===== config.mk =====
export PLATFORM = sky130hd
export DESIGN_NAME = seconds_to_packet_index_builder_top
export DESIGN_NICKNAME = d
export VERILOG_FILES = /design/src/rtl/core/sptb_pkg.sv /design/src/rtl/core/seconds_to_packet_index_builder_top.sv /design/src/rtl/core/sptb_csub.sv
export SDC_FILE = /design/constraint.sdc
export NUM_CORES = 2
export LEC_CHECK = 0
export BUFFER_PORTS_ARGS = -buffer_cell sky130_fd_sc_hd__buf_4
export CAP_MARGIN = 10
export CORE_MARGIN = 5
export CORE_UTILIZATION = 60
export DETAILED_ROUTE_END_ITERATION = 12
export GPL_TIMING_DRIVEN = 0
export PLACE_DENSITY_LB_ADDON = 0.3
export SLEW_MARGIN = 20
export SYNTH_ARGS = -nofsm -noshare
export SYNTH_HDL_FRONTEND = slang
export SYNTH_HIERARCHICAL = 1
export SYNTH_SLANG_ARGS = --single-unit

===== constraint.sdc =====
create_clock -name clk -period 8.8 [get_ports clk]
set_input_delay 0.88 -clock clk [delete_from_list [all_inputs] [get_ports clk]]
set_output_delay 0.88 -clock clk [all_outputs]
set_load 0.02 [all_outputs]

===== src/rtl/core/sptb_pkg.sv =====
`timescale 1ns / 1ps

package sptb_pkg;

	localparam int DATA_W      = 32;
	localparam int SEC_W       = 23;
	localparam int MAX_GAP_DEF = 10;

	// ms / 1000 == (ms * RECIP_1000) >> RECIP_SHIFT, exact over 32 bits
	localparam int RECIP_W     = 29;
	localparam int RECIP_SHIFT = 38;
	localparam logic [RECIP_W-1:0] RECIP_1000 = 29'd274877907;

	localparam int DIV_STEPS = DATA_W;
	localparam int CNT_W     = $clog2(DIV_STEPS);

endpackage


===== src/rtl/core/seconds_to_packet_index_builder_top.sv =====
`timescale 1ns / 1ps

// channel  handshake                 payload
// item     item_valid / item_ready   operation, packet_valid, packet_time_ms
// entry    entry_valid / entry_ready entry_second, entry_packet, seconds_total,
//                                    final_entry, last
//
// Packet indexing nothing, or end of stream: IDLE, EVAL. Packet with one entry: IDLE, EVAL, EMIT.
// Packet skipping seconds: IDLE, EVAL, DIV, EMIT; the shared compare-subtract unit
// runs a 32-step division of the packet span by the gap, then one step per filled second while the output is free.
// Seconds come from a reciprocal multiply of the timestamp on acceptance.
// Reset (arst_n low) returns to the start of a stream; no clearing pass.
// A full output register holds the sequencer; item_ready is high only when idle.

module seconds_to_packet_index_builder_top
	import sptb_pkg::*;
#(
	parameter int MAX_GAP = MAX_GAP_DEF
) (
	input  logic              clk,
	input  logic              arst_n,
	input  logic              item_valid,
	output logic              item_ready,
	input  logic              operation,
	input  logic              packet_valid,
	input  logic [DATA_W-1:0] packet_time_ms,
	output logic              entry_valid,
	input  logic              entry_ready,
	output logic [SEC_W-1:0]  entry_second,
	output logic [DATA_W-1:0] entry_packet,
	output logic [SEC_W-1:0]  seconds_total,
	output logic              final_entry,
	output logic              last
);

	localparam int GW = $clog2(MAX_GAP + 1);

	typedef enum logic [3:0] {
		ST_IDLE = 4'b0001,
		ST_EVAL = 4'b0010,
		ST_DIV  = 4'b0100,
		ST_EMIT = 4'b1000
	} state_t;

	state_t              state_q;
	logic [DATA_W-1:0]   counter_q;
	logic [DATA_W-1:0]   cur_sec_q;
	logic [DATA_W-1:0]   cur_entry_q;

	logic                op_q;
	logic                pv_q;
	logic [SEC_W-1:0]    sec_q;
	logic [DATA_W-1:0]   pkt_q;
	logic [DATA_W-1:0]   k_q;
	logic [DATA_W-1:0]   val_q;
	logic [DATA_W-1:0]   dvd_q;
	logic [GW-1:0]       rem_q;
	logic [GW-1:0]       r_q;
	logic [GW-1:0]       gap_q;
	logic [CNT_W-1:0]    cnt_q;

	logic [DATA_W+RECIP_W-1:0] prod;
	logic [DATA_W-1:0]   sec_ext;
	logic [DATA_W-1:0]   limit;
	logic [DATA_W-1:0]   nxt;
	logic [DATA_W-1:0]   gap_full;
	logic [DATA_W-1:0]   val_new;
	logic                take;
	logic                need_fill;
	logic                done;
	logic                slot_free;

	logic [GW:0]         cs_a;
	logic                cs_ge;
	logic [GW-1:0]       cs_diff;

	logic                ld;
	logic [SEC_W-1:0]    o_sec;
	logic [DATA_W-1:0]   o_pkt;
	logic [SEC_W-1:0]    o_tot;
	logic                o_fin;
	logic                o_last;

	assign item_ready = (state_q == ST_IDLE);
	assign slot_free  = !entry_valid || entry_ready;

	assign prod      = {{(DATA_W+RECIP_W-DATA_W){1'b0}}, packet_time_ms}
	                 * {{(DATA_W+RECIP_W-RECIP_W){1'b0}}, RECIP_1000};
	assign sec_ext   = {{(DATA_W-SEC_W){1'b0}}, sec_q};
	assign limit     = cur_sec_q + DATA_W'(MAX_GAP);
	assign nxt       = cur_sec_q + DATA_W'(1);
	assign gap_full  = sec_ext - cur_sec_q;
	assign take      = pv_q && (sec_ext != cur_sec_q) && (sec_ext <= limit);
	assign need_fill = sec_ext > nxt;
	assign done      = (k_q == sec_ext);
	assign val_new   = val_q + dvd_q + DATA_W'(cs_ge);

	// shared unit: division step, or remainder update while filling
	assign cs_a = (state_q == ST_DIV) ? {rem_q, dvd_q[DATA_W-1]}
	                                  : ({1'b0, r_q} + {1'b0, rem_q});

	sptb_csub #(.W(GW)) u_csub (
		.a    (cs_a),
		.b    (gap_q),
		.ge   (cs_ge),
		.diff (cs_diff)
	);

	always_comb begin
		ld     = 1'b0;
		o_sec  = k_q[SEC_W-1:0];
		o_pkt  = val_new;
		o_tot  = '0;
		o_fin  = 1'b0;
		o_last = 1'b0;
		case (state_q)
			ST_EVAL: begin
				if (op_q && slot_free) begin
					ld     = 1'b1;
					o_sec  = nxt[SEC_W-1:0];
					o_pkt  = counter_q - DATA_W'(1);
					o_tot  = nxt[SEC_W-1:0];
					o_fin  = 1'b1;
					o_last = 1'b1;
				end
			end
			ST_EMIT: begin
				if (slot_free) begin
					ld = 1'b1;
					if (done) begin
						o_sec  = sec_q;
						o_pkt  = pkt_q;
						o_last = 1'b1;
					end
				end
			end
			default: begin
				ld = 1'b0;
			end
		endcase
	end

	always_ff @(posedge clk or negedge arst_n) begin
		if (!arst_n) begin
			state_q     <= ST_IDLE;
			counter_q   <= '0;
			cur_sec_q   <= '1;
			cur_entry_q <= '0;
			entry_valid <= 1'b0;
		end else begin
			if (ld)
				entry_valid <= 1'b1;
			else if (entry_ready)
				entry_valid <= 1'b0;
			case (state_q)
				ST_IDLE: begin
					if (item_valid) begin
						state_q <= ST_EVAL;
						if (!operation)
							counter_q <= counter_q + DATA_W'(1);
					end
				end
				ST_EVAL: begin
					if (op_q) begin
						if (slot_free) begin
							state_q     <= ST_IDLE;
							counter_q   <= '0;
							cur_sec_q   <= '1;
							cur_entry_q <= '0;
						end
					end else if (take) begin
						state_q <= need_fill ? ST_DIV : ST_EMIT;
					end else begin
						state_q <= ST_IDLE;
					end
				end
				ST_DIV: begin
					if (cnt_q == CNT_W'(DIV_STEPS - 1))
						state_q <= ST_EMIT;
				end
				ST_EMIT: begin
					if (slot_free && done) begin
						state_q     <= ST_IDLE;
						cur_sec_q   <= sec_ext;
						cur_entry_q <= pkt_q;
					end
				end
				default: begin
					state_q <= ST_IDLE;
				end
			endcase
		end
	end

	always_ff @(posedge clk) begin
		case (state_q)
			ST_IDLE: begin
				if (item_valid) begin
					op_q  <= operation;
					pv_q  <= packet_valid;
					sec_q <= prod[RECIP_SHIFT +: SEC_W];
					pkt_q <= counter_q;
				end
			end
			ST_EVAL: begin
				// no fill (including a second earlier than the last): go straight to it
				k_q   <= need_fill ? nxt : sec_ext;
				val_q <= cur_entry_q;
				r_q   <= '0;
				dvd_q <= pkt_q - cur_entry_q;
				rem_q <= '0;
				cnt_q <= '0;
				gap_q <= gap_full[GW-1:0];
			end
			ST_DIV: begin
				dvd_q <= {dvd_q[DATA_W-2:0], cs_ge};
				rem_q <= cs_diff;
				cnt_q <= cnt_q + CNT_W'(1);
			end
			ST_EMIT: begin
				if (slot_free && !done) begin
					k_q   <= k_q + DATA_W'(1);
					val_q <= val_new;
					r_q   <= cs_diff;
				end
			end
			default: begin
				cnt_q <= cnt_q;
			end
		endcase
		if (ld) begin
			entry_second  <= o_sec;
			entry_packet  <= o_pkt;
			seconds_total <= o_tot;
			final_entry   <= o_fin;
			last          <= o_last;
		end
	end

`ifndef SYNTHESIS
	a_final_is_last: assert property (@(posedge clk) disable iff (!arst_n)
		entry_valid && final_entry |-> last)
		else $error("closing entry without last");

	a_fill_clean: assert property (@(posedge clk) disable iff (!arst_n)
		entry_valid && !last |-> !final_entry && (seconds_total == '0))
		else $error("fill entry carries closing fields");

	a_div_rem: assert property (@(posedge clk) disable iff (!arst_n)
		state_q == ST_DIV |-> rem_q < gap_q)
		else $error("division remainder out of range");

	a_stream_reset: assert property (@(posedge clk) disable iff (!arst_n)
		state_q == ST_EVAL && op_q && slot_free |=>
		(counter_q == '0) && (cur_sec_q == '1) && (cur_entry_q == '0))
		else $error("state not cleared after end of stream");
`endif

endmodule


===== src/rtl/core/sptb_csub.sv =====
`timescale 1ns / 1ps

module sptb_csub #(
	parameter int W = 4
) (
	input  logic [W:0]   a,
	input  logic [W-1:0] b,
	output logic         ge,
	output logic [W-1:0] diff
);

	logic [W:0] sub;

	assign sub  = a - {1'b0, b};
	assign ge   = a >= {1'b0, b};
	assign diff = ge ? sub[W-1:0] : a[W-1:0];

endmodule


## Word-level counts from Yosys, hierarchy flattened

Cells that the tools add are included.

- $lt $le $gt $ge: 3
- Reductions and logical operators: 18
- Equality and inequality tests: 15
- $mul: 1
- $add $sub $neg: 12
- Multiplexer cells: 47

Operator list:

| kind | count |
|---|---|
| 32-bit two-way mux | 14 |
| 32-bit one-hot mux with 2 select lines | 7 |
| 32-bit by 1-bit adder with 32-bit output (second input constant) | 3 |
| 23-bit two-way mux | 3 |
| 32-bit by 29-bit multiplier with 61-bit output (second input constant) | 1 |
| 23-bit one-hot mux with 2 select lines | 1 |
| 4-bit two-way mux | 9 |
| 32-bit by 1-bit adder with 32-bit output | 1 |
| 32-bit adder | 1 |
| 32-bit by 4-bit adder with 32-bit output (second input constant) | 1 |
| 32-bit by 23-bit == test with 1-bit output | 1 |
| 23-bit by 32-bit greater-than comparator with 1-bit output | 1 |
| 23-bit by 32-bit less-or-equal comparator with 1-bit output | 1 |
| 23-bit by 32-bit != test with 1-bit output | 1 |
| 32-bit by 1-bit subtractor with 32-bit output (second input constant) | 1 |
| 32-bit subtractor | 1 |
| 4-bit one-hot mux with 2 select lines | 2 |
| 4-bit one-hot mux with 4 select lines | 1 |
| 2-bit != test (second input constant) | 6 |
| 5-bit one-hot mux with 2 select lines | 1 |
| 4-bit AND reduction | 2 |
| 2-bit nonzero test | 4 |
| 4-bit subtractor | 2 |
| 1-bit two-way mux | 6 |
| other kinds (17) | 25 |

- Input bits: 38
- Flip-flop bits (word level): 351
- Word-level logic and storage cells: 117
- Output and inout port bits: 82

## Depth between registers and ports, before layout

- Word-level depth: 7
- Mapped depth: 24
- Depth with buffers taken out: 24

## Modules after synthesis

The synthesis kept the hierarchy.

Modules (own cells, without submodules):

| module | area each (um^2) | cells an instance | seq. area each (um^2) | instances |
|---|---|---|---|---|
| seconds_to_packet_index_builder_top | 34458.0 | 3386 | 9865.7 | 1 |
| sptb_csub | 207.7 | 28 | 0.0 | 1 |

## Worst setup path before layout

OpenSTA, ideal clock, no wires.

- Path type: in2reg
- Start point: input port packet_time_ms[9]
- End point: register sec_q[13] (data pin)
- Stages: 22
- Path slack: 1490 ps
- Buffers on the path: 0
- Arrival: 7045 ps
- Setup time: 265 ps
- Required time: 8535 ps
- Path through: ha_1 -> fa_1 -> fa_1 -> inv_1 -> fa_1 -> inv_1 -> fa_1 -> fa_1 -> fa_1 -> inv_1 -> fa_1 -> inv_1 -> ha_1 -> a21oi_1 -> a21oi_1 -> o311ai_0 -> a311oi_1 -> nor3_1 -> o31ai_1 -> o21ai_0 -> o21ai_0 -> xor2_1

- Longest elaborated chain between the ends: 1

Ends and longest elaborated chain:

| element | RTL line | source |
|---|---|---|
| from (decl) | seconds_to_packet_index_builder_top.sv:26 | `input logic [DATA_W-1:0] packet_time_ms,` |
| 32-bit by 29-bit multiplier with 61-bit output | seconds_to_packet_index_builder_top.sv:88 | `* {{(DATA_W+RECIP_W-RECIP_W){1'b0}}, RECIP_1000};` |
| net prod[51] | seconds_to_packet_index_builder_top.sv:62 | `logic [DATA_W+RECIP_W-1:0] prod;` |
| to (signal assigned) | seconds_to_packet_index_builder_top.sv:201 | `sec_q <= prod[RECIP_SHIFT +: SEC_W];` |
| to (decl) | seconds_to_packet_index_builder_top.sv:52 | `logic [SEC_W-1:0] sec_q;` |

The timed path passes the listed nets, and every way through them passes these cells.
A chain may end at the register's enable or synchronous reset.

## Worst setup path after layout

- Start point: input port packet_time_ms[12]
- End point: register sec_q[13] (data pin)

The elaborated chain is that of the path after synthesis.

==> impl_table.tex <==
\begin{tabular}{lr}
\hline
Metric & Value \\
\hline
\multicolumn{2}{l}{\textbf{STA}} \\
\quad Number of slew-limit violations in the final report & 0 \\
\quad Transition time at the pin with the least slew margin & 1.08 ns \\
\quad Post-route fraction of the period consumed by the critical path & 93.0\% \\
\quad Min Tclk post-route & 8.19 ns \\
\quad Headroom to the max-slew limit & 28.0\% \\
\quad Setup repair after global routing missed its margin & no \\
\quad Total setup violations reported at the end of the flow & 0 \\
\quad Final Hold Fails & 0 \\
\quad Layout Skew & 0.0291 ns \\
\quad Sum of negative setup slack & 0 ns \\
\quad Max Fclk & 122 MHz \\
\multicolumn{2}{l}{\textbf{Synth}} \\
\quad Most area-hungry cell type in the Yosys netlist & edfxtp\_1 \\
\quad Proportion of synthesized flip-flops having asynchronous set or reset & 27.1\% \\
\quad Synthesized instance count & 3414 \\
\quad Main synth FF type & edfxtp\_1 \\
\quad Count of flip-flops with a built-in enable after synthesis & 250 \\
\quad Flops \& latches, synth & 343 \\
\quad Area fraction of the dominant cell type after synthesis & 21.7\% \\
\quad Sequential-to-total area share from yosys stat & 28.5\% \\
\quad Distinct cell type count after synthesis & 95 \\
\quad Syn Std Cell Area & 34700 um\^{}2 \\
\quad Count of synthesis-stage warnings from yosys & 6 \\
\quad Largest cells by area after synthesis & edfxtp\_1 22\%, ha\_1 18\%, fa\_1 18\% \\
\quad Mean cell area of the mapped netlist & 10.2 um\^{}2 \\
\quad Net count of the mapped netlist & 4268 \\
\multicolumn{2}{l}{\textbf{Critical path}} \\
\quad Kind of start point of the critical path & input port \\
\quad CP Max Fanout & 10 \\
\quad Worst Path Arrival & 8.46 ns \\
\quad Sort of element at the end of the critical path & flip-flop \\
\quad Worst setup path category & in -> reg \\
\quad Cell Chain, Critical Path & buf\_4 > ha\_1 > fa\_1 > fa\_1 > inv\_1 > fa\_1 > inv\_1 > fa\_1 > fa\_1 > fa\_1 > inv\_1 > fa\_1 > inv\_1 > ha\_1 > a21oi\_1 > a21oi\_1 > o311ai\_0 > a311oi\_1 > nor3\_1 > o31ai\_1 > o21ai\_0 > o21ai\_0 > xor2\_1 \\
\quad Delay contributed by the slowest stage of the critical path & 0.86 ns \\
\quad Cell seen most often among critical-path stages & fa\_1 \\
\quad Required time of the critical path & 9.08 ns \\
\quad Critical Path Slowest Stage Cell & o311ai\_0 \\
\multicolumn{2}{l}{\textbf{Clocking}} \\
\quad Count of H-tree levels built during CTS & 2 \\
\quad Number of buffers inserted for hold repair after clock tree synthesis & 0 \\
\quad Maximum number of buffers from clock root to sink & 3 \\
\quad CTS tree & built \\
\quad Clk pin slew, worst setup/hold paths & 0.06 ns \\
\quad Root buffer cell & clkbuf\_16 \\
\quad Setup Fix Bufs, Post-CTS & 0 \\
\quad Sink Count & 343 \\
\quad Num CTS Buffers & 39 \\
\quad Gates resized, CTS repair & 0 \\
\quad Clock latency of the later-clocked register in the worst-skew pair & 0.58 ns \\
\multicolumn{2}{l}{\textbf{Floorplan}} \\
\quad Core ar. & 57500 um\^{}2 \\
\quad Number of top-level pins & 120 \\
\quad Width of the die & 250 um \\
\quad Count of standard-cell rows & 88 \\
\quad Initial standard-cell utilization of the core & 60.3\% \\
\quad DIE AREA & 62700 um\^{}2 \\
\quad Die Span Y & 250 um \\
\multicolumn{2}{l}{\textbf{Drt}} \\
\quad Post-DR wirelength/cell & 21.1 um \\
\quad First DRT Iteration DRCs & 2184 \\
\quad Post-route DRC violation count & 0 \\
\quad DRT antenna net count & 0 \\
\quad First-pass iteration count of the detailed router & 5 \\
\quad Vias per cell & 5.95 \\
\quad Detailed-route wire length & 92200 um \\
\quad Vias & 26.0k \\
\multicolumn{2}{l}{\textbf{Layout}} \\
\quad Filler Cell Count & 4462 \\
\quad Share of cells above drive strength 1 & 7.75\% \\
\quad Signed area change from the synthesized netlist to the final layout & 9.83\% \\
\quad Number of diodes added for antenna fixing & 0 \\
\quad Final Net Count & 4438 \\
\multicolumn{2}{l}{\textbf{Global routing}} \\
\quad Via count of the first global-routing pass & 26.7k \\
\quad Busiest metal layer after global routing & met2 \\
\quad Initial antenna violation count & 1 \\
\quad Met1 Track Usage GR & 39.6\% \\
\quad Met3 GRT Util & 3.80\% \\
\quad Total global-route track usage & 29.2\% \\
\quad GR Layer Usage met2 & 49.0\% \\
\quad First-pass GRT wire length & 145000 um \\
\quad GR Overflow Total & 0 \\
\quad Maximum number of pins on one net before global-route repair & 94 \\
\multicolumn{2}{l}{\textbf{Run status}} \\
\quad Outcome & completed \\
\multicolumn{2}{l}{\textbf{Placement}} \\
\quad Count of buffers from port buffering & 119 \\
\quad Routability congestion estimate from global placement & 0.967 \\
\quad Detailed Place HPWL & 73000 um \\
\multicolumn{2}{l}{\textbf{Run}} \\
\quad Count of maximum capacitance violations & 0 \\
\multicolumn{2}{l}{\textbf{Worst hold path}} \\
\quad Min-Delay Path Class & in -> async \\
\hline
\end{tabular}
per-stage QoR:
step / hold slack [ns] / worst slack (ns) / std cells / util [%] / area (um^2)
after floorplan: 0.423 / 1.49 / 3414 / - / 34700
after CTS: 0.439 / 0.626 / 4379 / 66.2 / 38100
after global placement: 0.424 / -1.56 / 4298 / 63.5 / 36500
after detailed placement: 0.433 / 0.0403 / 4308 / 63.9 / 36700
final: 0.412 / 0.615 / 4379 / 66.2 / 38100
after global routing: 0.443 / 0.314 / 4379 / 66.2 / 38100
cells in the mapped netlist (all sizes together) (23+ instances only):
library cell and count:
a21o 57, a21oi 130, a221o 23, and2 40
and3 24, buf 34, clkbuf 68, dfrtp 68
dfstp 25, edfxtp 250, fa 305, ha 511
inv 601, nand2 207, nand3 58, nand4 47
nor2 193, nor3 39, o21ai 154, o221ai 27
o31ai 30, xnor2 128, xor2 111
cells by family after synthesis:
group                    count (synthesis)  synth area share, %
AO/OA/AOI/OAI                          572                 10.9
adder cells (fa/ha/maj)                816                 36.1
multiplexers                            10                0.307
buffers and inverters                  704                 7.77
flip-flops                             343                 28.5
XOR/XNOR                               239                 6.04
AND/OR/NAND/NOR                        730                 10.4
registers in the layout (all words and copies together), names as in the netlist, 24 cells and up:
register and flops:
cur_sec_q 24, entry_packet 32, pkt_q 32, cur_entry_q 32, val_q 32, counter_q 32
k_q 32, dvd_q 32
cell usage in the layout, fill, tap and decap left out, types with 111 or more instances in the layout:
cell type and n:
fa_1 305, a21oi_1 129, buf_4 123, xnor2_1 128
edfxtp_1 250, inv_1 599, nand2_1 206, o21ai_0 146
nor2_1 190, xor2_1 111, ha_1 511
cell type report:
class	instances	area [um^2]	area share, %
well taps	765	957	2.51
clock inverters	24	360	0.946
plain buffers	102	435	1.14
clock buffers	47	1010	2.64
multi-input cells	2367	22100	58.1
inverters	602	2260	5.94
flip-flops and latches	343	9870	25.9
repair buffers	129	1060	2.78
per-layer routing:
metal	part of all wire (%)	vias up
met5	0.014	-
met4	3.9	2
met3	7.9	213
met2	47	1134
met1	41	12703
li1	-	11997
critical path: cells and delay by family:
kind	cells	cell delay, ns
XOR/XNOR	1	0.19
AO/OA/AOI/OAI	7	2.07
AND/OR/NAND/NOR	1	0.70
adder cells (fa/ha/maj)	9	4.22
buffers and inverters	5	0.39
worst paths after layout:
check                                              endpoint  slack, ns                      start  cells after the start
worst max-delay path                    sec_q[13]$_DFFE_PP_       0.61         packet_time_ms[12]                     23
worst min-delay path            cur_entry_q[10]$_DFFE_PN0P_       0.41                     arst_n                      1
worst max register to register   entry_packet[26]$_DFFE_PP_       1.58     state_q[1]$_DFFE_PN0P_                     21
worst min register to register          pkt_q[28]$_DFFE_PP_       0.44  counter_q[28]$_DFFE_PN0P_                      0
max in group asynchronous         counter_q[28]$_DFFE_PN0P_       7.73                     arst_n                      1
min in group clk                        pkt_q[28]$_DFFE_PP_       0.44  counter_q[28]$_DFFE_PN0P_                      0
Power is not shown: default switching activity piles up to over one toggle a cycle in this logic, so the estimate is an artifact.
